**src/yq2rgb_pkg.sv**
```systemverilog
// Shared types, coefficients and helpers for the YUV 4:2:0 quad to RGB32 converter.
// No dependencies.
package yq2rgb_pkg;

  localparam logic RANGE_STUDIO = 1'b0;
  localparam logic RANGE_FULL   = 1'b1;

  localparam int SampleW  = 8;
  localparam int PixelW   = 32;
  localparam int InDataW  = 6 * SampleW;
  localparam int OutDataW = 4 * PixelW;

  // studio range: 16-bit fractional fixed point
  localparam int StudioW = 28;
  localparam int StudioShift = 16;
  localparam logic signed [StudioW-1:0] C_Y   = 28'sd76309;
  localparam logic signed [StudioW-1:0] C_R_V = 28'sd104597;
  localparam logic signed [StudioW-1:0] C_G_U = 28'sd25675;
  localparam logic signed [StudioW-1:0] C_G_V = 28'sd53279;
  localparam logic signed [StudioW-1:0] C_B_U = 28'sd132201;
  localparam logic signed [StudioW-1:0] Y_OFFSET = 28'sd16;

  // full range: 10-bit fractional fixed point
  localparam int FullW = 20;
  localparam int FullShift = 10;
  localparam logic signed [FullW-1:0] F_R_V = 20'sd1436;
  localparam logic signed [FullW-1:0] F_G_U = 20'sd352;
  localparam logic signed [FullW-1:0] F_G_V = 20'sd731;
  localparam logic signed [FullW-1:0] F_B_U = 20'sd1815;

  localparam int ChanW = 12;

  typedef struct packed {
    logic signed [StudioW-1:0] s_r;
    logic signed [StudioW-1:0] s_g;
    logic signed [StudioW-1:0] s_b;
    logic signed [ChanW-1:0]   f_r;
    logic signed [ChanW-1:0]   f_g;
    logic signed [ChanW-1:0]   f_b;
  } chroma_terms_t;

  typedef struct packed {
    logic [SampleW-1:0] luma_lower_right;
    logic [SampleW-1:0] luma_lower_left;
    logic [SampleW-1:0] luma_upper_right;
    logic [SampleW-1:0] luma_upper_left;
    logic [SampleW-1:0] chroma_v;
    logic [SampleW-1:0] chroma_u;
  } quad_t;

  function automatic logic [7:0] sat8(input logic signed [ChanW-1:0] x);
    logic [7:0] res;
    if (x < 0) begin
      res = 8'h00;
    end else if (x > 12'sd255) begin
      res = 8'hFF;
    end else begin
      res = x[7:0];
    end
    return res;
  endfunction

endpackage

```
**src/yuv420_quad_to_rgb32_unit.sv**
```systemverilog
// Top level of the YUV 4:2:0 quad to RGB32 converter (BT.601 coefficients).
// Depends on yq2rgb_pkg, yq2rgb_chroma and yq2rgb_pixel.
//
// Each beat in carries one quad (U, V and four luma samples); each beat out carries the four
// packed 32-bit pixels. The block takes one quad every cycle while the output is not stalled.
// An accepted quad is held in the input register, converted combinationally, and its pixels
// are captured in the result register. A stalled output holds the result register and backs
// up into the input register. range_mode selects studio range with alpha 0xFF in the low byte,
// or full range 0RGB; write it only while no quad is in flight.
module yuv420_quad_to_rgb32_unit (
  input  logic         clk,
  input  logic         rst,
  input  logic         s_axis_tvalid,
  output logic         s_axis_tready,
  // chroma_u, chroma_v, luma_upper_left, luma_upper_right, luma_lower_left, luma_lower_right
  input  logic [47:0]  s_axis_tdata,
  output logic         m_axis_tvalid,
  input  logic         m_axis_tready,
  // pixel_upper_left, pixel_upper_right, pixel_lower_left, pixel_lower_right
  output logic [127:0] m_axis_tdata,
  input  logic         cfg_valid,
  output logic         cfg_ready,
  input  logic         cfg_data
);
  import yq2rgb_pkg::*;

  logic                       in_valid;
  quad_t                      in_data;
  logic                       out_valid;
  logic [OutDataW-1:0]        out_data;
  logic                       range_mode;
  logic                       advance;
  chroma_terms_t              terms;
  logic [3:0][PixelW-1:0]     pix;
  logic [3:0][SampleW-1:0]    lumas;

  assign advance       = !out_valid || m_axis_tready;
  assign s_axis_tready = !in_valid || advance;
  assign cfg_ready     = 1'b1;
  assign m_axis_tvalid = out_valid;
  assign m_axis_tdata  = out_data;

  always_ff @(posedge clk) begin
    if (rst) begin
      in_valid   <= 1'b0;
      out_valid  <= 1'b0;
      range_mode <= RANGE_STUDIO;
    end else begin
      if (s_axis_tready) begin
        in_valid <= s_axis_tvalid;
      end
      if (advance) begin
        out_valid <= in_valid;
      end
      if (cfg_valid && cfg_ready) begin
        range_mode <= cfg_data;
      end
    end
  end

  always_ff @(posedge clk) begin
    if (s_axis_tvalid && s_axis_tready) begin
      in_data <= quad_t'(s_axis_tdata);
    end
    if (advance && in_valid) begin
      out_data <= pix;
    end
  end

  yq2rgb_chroma u_chroma (
    .chroma_u (in_data.chroma_u),
    .chroma_v (in_data.chroma_v),
    .terms    (terms)
  );

  assign lumas = {in_data.luma_lower_right, in_data.luma_lower_left,
                  in_data.luma_upper_right, in_data.luma_upper_left};

  for (genvar k = 0; k < 4; k++) begin : g_pix
    yq2rgb_pixel u_pixel (
      .luma       (lumas[k]),
      .range_mode (range_mode),
      .terms      (terms),
      .pixel      (pix[k])
    );
  end

endmodule

```
**src/yq2rgb_chroma.sv**
```systemverilog
// Chroma contribution terms shared by the four pixels of a quad, both ranges.
// Depends on yq2rgb_pkg.
module yq2rgb_chroma (
  input  logic [7:0]                chroma_u,
  input  logic [7:0]                chroma_v,
  output yq2rgb_pkg::chroma_terms_t terms
);
  import yq2rgb_pkg::*;

  logic signed [7:0]         uc;
  logic signed [7:0]         vc;
  logic signed [StudioW-1:0] uc_s;
  logic signed [StudioW-1:0] vc_s;
  logic signed [FullW-1:0]   uc_f;
  logic signed [FullW-1:0]   vc_f;
  logic signed [FullW-1:0]   fr_p;
  logic signed [FullW-1:0]   fgu_p;
  logic signed [FullW-1:0]   fgv_p;
  logic signed [FullW-1:0]   fb_p;

  // offset-128 to two's complement: flip the top bit
  assign uc = {~chroma_u[7], chroma_u[6:0]};
  assign vc = {~chroma_v[7], chroma_v[6:0]};

  assign uc_s = StudioW'(uc);
  assign vc_s = StudioW'(vc);
  assign uc_f = FullW'(uc);
  assign vc_f = FullW'(vc);

  assign terms.s_r = C_R_V * vc_s;
  assign terms.s_g = -(C_G_U * uc_s) - (C_G_V * vc_s);
  assign terms.s_b = C_B_U * uc_s;

  assign fr_p  = F_R_V * vc_f;
  assign fgu_p = F_G_U * uc_f;
  assign fgv_p = F_G_V * vc_f;
  assign fb_p  = F_B_U * uc_f;

  assign terms.f_r = ChanW'(fr_p >>> FullShift);
  assign terms.f_g = -ChanW'(fgu_p >>> FullShift) - ChanW'(fgv_p >>> FullShift);
  assign terms.f_b = ChanW'(fb_p >>> FullShift);

endmodule

```
**src/yq2rgb_pixel.sv**
```systemverilog
// One pixel: luma plus shared chroma terms, floor shift, saturate and pack.
// Depends on yq2rgb_pkg.
module yq2rgb_pixel (
  input  logic [7:0]                luma,
  input  logic                      range_mode,
  input  yq2rgb_pkg::chroma_terms_t terms,
  output logic [31:0]               pixel
);
  import yq2rgb_pkg::*;

  logic signed [StudioW-1:0] ys;
  logic signed [StudioW-1:0] sum_r;
  logic signed [StudioW-1:0] sum_g;
  logic signed [StudioW-1:0] sum_b;
  logic signed [ChanW-1:0]   yf;
  logic [7:0]                sr, sg, sb;
  logic [7:0]                fr, fg, fb;

  assign ys    = C_Y * (StudioW'({1'b0, luma}) - Y_OFFSET);
  assign sum_r = ys + terms.s_r;
  assign sum_g = ys + terms.s_g;
  assign sum_b = ys + terms.s_b;

  assign sr = sat8(ChanW'(sum_r >>> StudioShift));
  assign sg = sat8(ChanW'(sum_g >>> StudioShift));
  assign sb = sat8(ChanW'(sum_b >>> StudioShift));

  assign yf = ChanW'({1'b0, luma});
  assign fr = sat8(yf + terms.f_r);
  assign fg = sat8(yf + terms.f_g);
  assign fb = sat8(yf + terms.f_b);

  always_comb begin
    case (range_mode)
      RANGE_FULL: pixel = {8'h00, fr, fg, fb};
      default:    pixel = {sr, sg, sb, 8'hFF};
    endcase
  end

endmodule

```
**config.mk**
```make
export PLATFORM = sky130hd
export DESIGN_NAME = yuv420_quad_to_rgb32_unit
export DESIGN_NICKNAME = d
export VERILOG_FILES = /design/src/yq2rgb_pkg.sv /design/src/yuv420_quad_to_rgb32_unit.sv /design/src/yq2rgb_chroma.sv /design/src/yq2rgb_pixel.sv
export SDC_FILE = /design/constraint.sdc
export NUM_CORES = 2
export LEC_CHECK = 0
export ABC_CLOCK_PERIOD_IN_PS = 8900
export CAP_MARGIN = 20
export CORE_MARGIN = 4
export CORE_UTILIZATION = 50
export CTS_CLUSTER_SIZE = 10
export DETAILED_ROUTE_END_ITERATION = 10
export DONT_BUFFER_PORTS = 1
export PLACE_DENSITY = 0.64
export SLEW_MARGIN = 20
export SYNTH_ARGS = -nofsm -noshare
export SYNTH_HDL_FRONTEND = slang
export SYNTH_SLANG_ARGS = --single-unit
```
**constraint.sdc**
```tcl
create_clock -name clk -period 8.9 [get_ports clk]
set_input_delay 1.335 -clock clk [delete_from_list [all_inputs] [get_ports clk]]
set_output_delay 1.335 -clock clk [all_outputs]
set_load 0.01 [all_outputs]
```
# [After elaboration in Yosys (flattened, before gate mapping)]
# Cells that the tools add are included.
# W data, S select, Z words.
[word_totals] register_bits=179 latch_bits=0 ramBits=0 romBits=0 inputBits=54 output_inout_bits=131 wordCells=167 memories=0
[classes] addsub=32 mul=12 div_mod_pow=0 order_cmp=48 n_eq_ne=0 shifts=0 n_mux=48 bitwise=2 n_reduce_logical=10
[op_table] op="$mux W8" count=44
[op_table] op="$gt A12 B9 Y1 const B" count=16
[op_table] op="$lt A12 B1 Y1 const B" count=16
[op_table] op="$add A28 B26 Y28" count=4
[op_table] op="$add A28 B27 Y28" count=4
[op_table] op="$add A28 B28 Y28" count=4
[op_table] op="$mul A17 B28 Y28 const A" count=4
[op_table] op="$mux W24" count=4
[op_table] op="$add A9 B10 Y11" count=8
[op_table] op="$gt A11 B9 Y1 const B" count=8
[op_table] op="$lt A11 B1 Y1 const B" count=8
[op_table] op="$add A9 B12 Y12" count=4
[op_table] op="$sub A8 B5 Y9 const B" count=4
[op_table] op="$neg A28 Y28" count=1
[op_table] op="$sub A28 B28 Y28" count=1
[op_table] op="$mul A19 B8 Y27 const A" count=1
[op_table] op="$mul A18 B8 Y26 const A" count=1
[op_table] op="$mul A17 B8 Y25 const A" count=1
[op_table] op="$mul A16 B8 Y24 const A" count=1
[op_table] op="$mul A12 B8 Y20 const A" count=1
[op_table] op="$mul A11 B8 Y19 const A" count=1
[op_table] op="$mul A10 B8 Y18 const A" count=1
[op_table] op="$mul A5 B8 Y13 const A" count=1
[op_table] op="$neg A8 Y12" count=1
[op_table] op="other kinds (6)" count=13

# [Logic depth before layout (Yosys ltp)]
[logic_depth] depth_word=9 ltp_mapped=41 ltp_nobuf=41

# [By module]
# Synthesis repeated with hierarchy kept, for this count alone.
[unflattened] cells_unflattened=5048 hier_area_um2=45343.5
[modules_own_cells] mod="yq2rgb_chroma" n_inst=1 cells_per_inst=1533 area_per_inst_um2=13586.8 seq_area_each_um2=0.0
[modules_own_cells] mod="yq2rgb_pixel (g_pix[3].u_pixel)" n_inst=1 cells_per_inst=852 area_per_inst_um2=6717.7 seq_area_each_um2=0.0
[modules_own_cells] mod="yq2rgb_pixel (g_pix[1].u_pixel)" n_inst=1 cells_per_inst=855 area_per_inst_um2=6683.9 seq_area_each_um2=0.0
[modules_own_cells] mod="yq2rgb_pixel (g_pix[2].u_pixel)" n_inst=1 cells_per_inst=823 area_per_inst_um2=6527.5 seq_area_each_um2=0.0
[modules_own_cells] mod="yq2rgb_pixel (g_pix[0].u_pixel)" n_inst=1 cells_per_inst=794 area_per_inst_um2=6393.6 seq_area_each_um2=0.0
[modules_own_cells] mod="yuv420_quad_to_rgb32_unit" n_inst=1 cells_per_inst=191 area_per_inst_um2=5434.0 seq_area_each_um2=5345.1

# [Worst setup path before layout]
# OpenSTA, ideal clock, no wires.
[synth_timing] kind="register to register" startpoint="register in_data[7] in the netlist's numbering" endpoint="register out_data[118] (netlist: m_axis_tdata[118]) (data pin)" setup_ns=0.296 arrival_ns=8.715 t_required_ns=8.604 slack_ns=-0.111 path_stages_with_launch=39 n_path_buf=1 synth_period_minus_slack_ns=9.011 cell_sequence="edfxtp_1 > clkbuf_1 > clkinv_1 > ha_1 > inv_1 > fa_1 > fa_1 > inv_1 > ha_1 > inv_1 > o21ai_0 > a21oi_1 > o21ai_0 > a21o_1 > a21o_1 > a21o_1 > a21o_1 > a31oi_1 > [... 3 more ...] > nand2_1 > nor3_1 > or3_1 > o21ai_0 > nand2b_1 > xor2_1 > ha_1 > and4_1 > a221oi_1 > o21ai_0 > a21oi_1 > o2111ai_1 > a21oi_1 > o21ba_2 > nand4b_1 > a311oi_2 > a41oi_2 > o221ai_1"
[synth_via] elab_chain_len=9 word_cells_on_any_way=10 classes_between="add/sub: 3; mul: 1; order compare: 2; mux: 3; bitwise: 1"
[synth_lines] element="from (decl)" line_no="yuv420_quad_to_rgb32_unit.sv:28" rtl="quad_t in_data;"
[synth_lines] element="from (signal assigned)" line_no="yuv420_quad_to_rgb32_unit.sv:63" rtl="in_data <= quad_t'(s_axis_tdata);"
[synth_lines] element="$not A1 Y1 *" line_no="yq2rgb_chroma.sv:22" rtl="assign uc = {~chroma_u[7], chroma_u[6:0]};"
[synth_lines] element="$mul A16 B8 Y24 *" line_no="yq2rgb_chroma.sv:31" rtl="assign terms.s_g = -(C_G_U * uc_s) - (C_G_V * vc_s);"
[synth_lines] element="$neg A28 Y28 *" line_no="yq2rgb_chroma.sv:31"
[synth_lines] element="$sub A28 B28 Y28 *" line_no="yq2rgb_chroma.sv:31"
[synth_lines] element="$add A28 B28 Y28 *" line_no="yq2rgb_pixel.sv:21" rtl="assign sum_g = ys + terms.s_g;"
[synth_lines] element="$gt A12 B9 Y1" line_no="yq2rgb_pkg.sv:55" rtl="end else if (x > 12'sd255) begin"
[synth_lines] element="$mux W8" line_no="yq2rgb_pkg.sv:55"
[synth_lines] element="$mux W8 *" line_no="yq2rgb_pkg.sv:53" rtl="if (x < 0) begin"
[synth_lines] element="$mux W24 *" line_no="yq2rgb_pixel.sv:34" rtl="case (range_mode)"
[synth_lines] element="via g_pix[3].u_pixel.pixel[22]" line_no="yq2rgb_pixel.sv:7" rtl="output logic [31:0] pixel"
[synth_lines] element="to (signal assigned)" line_no="yuv420_quad_to_rgb32_unit.sv:66" rtl="out_data <= pix;"
[synth_lines] element="to (decl)" line_no="yuv420_quad_to_rgb32_unit.sv:30" rtl="logic [OutDataW-1:0] out_data;"
# Mark *: on every way through the listed nets, which the timed path passes. The rest lies on a longest branch.
# A chain may end at the register's enable or synchronous reset.

# [Worst setup path after layout]
[layout_timing] startpoint="register in_data[12] in the netlist's numbering" endpoint="register out_data[117] (netlist: m_axis_tdata[117]) (data pin)"
[layout_via] elab_chain_len=7 word_cells_on_any_way=14 classes_between="add/sub: 3; mul: 2; order compare: 4; mux: 5"
[layout_lines] element="$mul A17 B8 Y25" line_no="yq2rgb_chroma.sv:31"
[layout_lines] element="$sub A28 B28 Y28" line_no="yq2rgb_chroma.sv:31"
[layout_lines] element="$add A28 B28 Y28" line_no="yq2rgb_pixel.sv:21"
[layout_lines] element="$gt A12 B9 Y1" line_no="yq2rgb_pkg.sv:55"
[layout_lines] element="$mux W8" line_no="yq2rgb_pkg.sv:55"
[layout_lines] element="$mux W8" line_no="yq2rgb_pkg.sv:53"
[layout_lines] element="$mux W24 *" line_no="yq2rgb_pixel.sv:34"
[layout_lines] element="via g_pix[3].u_pixel.pixel[21]" line_no="yq2rgb_pixel.sv:7"
# Marked as above.

==> reports/metrics.yaml <==
placement:
  numPortBuffers: 0
  post-dp-hpwl_mm: 131
  place_congestion: 1.03
  placed_cells: 6368
sta:
  min_period_ns: 8.62
  period_share_pct: 96.9
  worst_pin_slew_ns: 1.15
  clock-skew-final_ns: 0.0205
  setup_viol: 0
  fmax_mhz: 116
  whs_ns: 0.525
  slew_headroom_pct: 23.1
  drv_slew: 0
  hold_viol_final: 0
clock_network:
  cts-hold-fix-buffers: 0
  htreeDepth: 4
  cts_tree: "done"
  clkSinkCount: 179
  clkTransAtPathRegs_ns: 0.09
  insertion_delay_ns: 0.54
  root_buffer: "clkbuf_16"
  cts_buffer_depth: 2
  cts_buffers: 17
drt:
  viasPerCell: 5.91
  firstDrtPassIters: 6
  drt_iter0_markers: 3024
  drc: 0
  dr.max_layer_used: "met5"
  dr_wl_met3_mm: 13.8
  met1_length_mm: 66.2
  wl_per_cell_um: 23.8
  wirelength_mm: 153
  num_vias: 37900
  drtAntennaViolNets: 0
  wl_met2_mm: 64.9
global_route:
  grt_pass1_vias: 36900
  overflow: 0
  grt.total_usage_pct: 32.5
  grt_pass1_wl_mm: 227
  grt_max_degree: 67
  antenna_found_initial: 10
setup_path:
  cpLargestDelayFamily: "adder cells"
  critPathRequiredTime_ns: 9.26
  slowest_delay_ns: 0.68
  arrival_ns: 8.98
  endpoint_kind: "register"
  worstSetupPathType: "reg -> reg"
  cp_slowest_cell: "fa_2"
  critPathMaxFanout: 8
  rrSetupSlack_ns: 0.28
  path_buf_inv: 5
  start_kind: "register"
synth:
  synth_ff_type: "edfxtp_1"
  synth_area_um2: 44100
  synth.top_cell.area_share_pct: 32.1
  yosysWarnings: 0
  avgSynthCellArea_um2: 9.00
  synth.most_common_cell: "ha_1"
  synth_area_leader_cell: "ha_1"
  synth_cell_types: 94
  async_flop_share_pct: 0
  synthTopCellsByArea: "ha_1, fa_1, edfxtp_1"
  ys_top_cells_by_count: "ha_1, inv_1, a21oi_1, nor2_1, xnor2_1"
  syn_nets: 6360
  synth-seq-cells: 179
  ys_seq_area_share_pct: 12.1
  syn-instance-count: 4897
  synth_enable_flop_cells: 176
hold_path:
  hp-class: "reg -> reg"
layout:
  fin_cells: 6417
  area_growth_pct: 11.7
  multiInputGateArea_um2: 36400
  nFillCells: 7894
  register_area_um2: 5350
  final_layout_size_suffix_gt1_share_pct: 10.1
  final_nets: 6706
status:
  outcome: "complete, no violations"
job:
  maxCapViolCount: 0
die:
  die_w_um: 305
  core_area_um2: 87000
  die_height_um: 305
  rows: 108
  die_area_um2: 92900
  pin_count: 185
  start_util_pct: 50.6
cell families (layout without fill, tap and decap cells):
| logic type | Yosys count | count (layout) | share of synthesized area (%) |
|---|---|---|---|
| adder cells (fa/ha/maj) | 1409 | 1409 | 44.8 |
| AO/OA/AOI/OAI | 1220 | 1220 | 18.1 |
| AND/OR/NAND/NOR | 920 | 920 | 10.1 |
| buffers and inverters | 758 | 1117 | 6.47 |
| XOR/XNOR | 400 | 400 | 8.15 |
| flip-flops | 179 | 179 | 12.1 |
| multiplexers | 10 | 10 | 0.233 |
| other | 1 | 7 | 0.00851 |
layer usage:
| layer | global-route usage [%] | up-vias |
|---|---|---|
| li1 | - | 18100 |
| met3 | 7.53 | 308 |
| met5 | 0 | - |
| met2 | 49.9 | 1401 |
| met1 | 43.7 | 18100 |
| met4 | 14.5 | 4 |
metrics by stage:
step | utilization [%] | area (um2) | setup WS [ns] | TNS, ns
6_report | 56.5 | 49200 | 0.276 | 0
5_1_grt | 56.5 | 49200 | -0.0970 | -0.944
4_1_cts | 55.9 | 48600 | 0.00581 | 0
3_5_place_dp | 55.2 | 48000 | -0.118 | -1.60
3_3_place_gp | 55.2 | 48000 | -0.0328 | -0.252
2_1_floorplan | - | 44100 | 0.106 | 0
final timing paths:
path | start | cells after the start | to
setup / recovery | in_data[12]$_DFFE_PP_ | 37 | m_axis_tdata[117]$_DFFE_PP_
setup reg to reg | in_data[12]$_DFFE_PP_ | 37 | m_axis_tdata[117]$_DFFE_PP_
hold / removal | in_valid$_SDFFE_PP0N_ | 2 | m_axis_tvalid$_SDFFE_PP0P_
hold reg to reg | in_valid$_SDFFE_PP0N_ | 2 | m_axis_tvalid$_SDFFE_PP0P_
worst reg2reg max path, delay by kind of cell (launching register included):
family,cells,cell delay (ns)
AO/OA/AOI/OAI,16,2.81
buffers and inverters,5,0.58
XOR/XNOR,2,0.35
adder cells (fa/ha/maj),8,3.02
flip-flops,1,0.43
AND/OR/NAND/NOR,6,1.29
repair_timing:
action                                  CTS  global route
setup buffers                             1            10
gates resized for setup                   2            92
pin swaps                                 2            31
endpoints found under the setup margin   30            58
final cells by class:
class                   instances  area share, %
multi-input cells            3960           73.9
flip-flops and latches        179           10.9
inverters                     738           5.63
repair buffers                347           5.36
well taps                    1155           2.94
clock buffers                  17          0.865
clock inverters                15          0.414
diodes                          6         0.0305
state kept, by name, summed over array words and instances (netlist names):
name / cells
in_data: 48
in_valid: 1
range_mode: 1
m_axis_tvalid: 1
m_axis_tdata: 128
cells in the final DEF, fill, tap and decap left out, drive strengths merged, types with 68 or more instances in the layout:
cell type and count:
a21oi 332, nand2 162, o21a 101, fa 279
xor2 106, nand3 69, xnor2 290, ha 1130
edfxtp 176, nor2 308, nand2b 68, inv 744
nor3 76, buf 347, o21ai 249, a21o 145
Power is left out: the tool's default activity adds up to more than one toggle a clock period on the data nets, which glitch-free logic cannot reach.
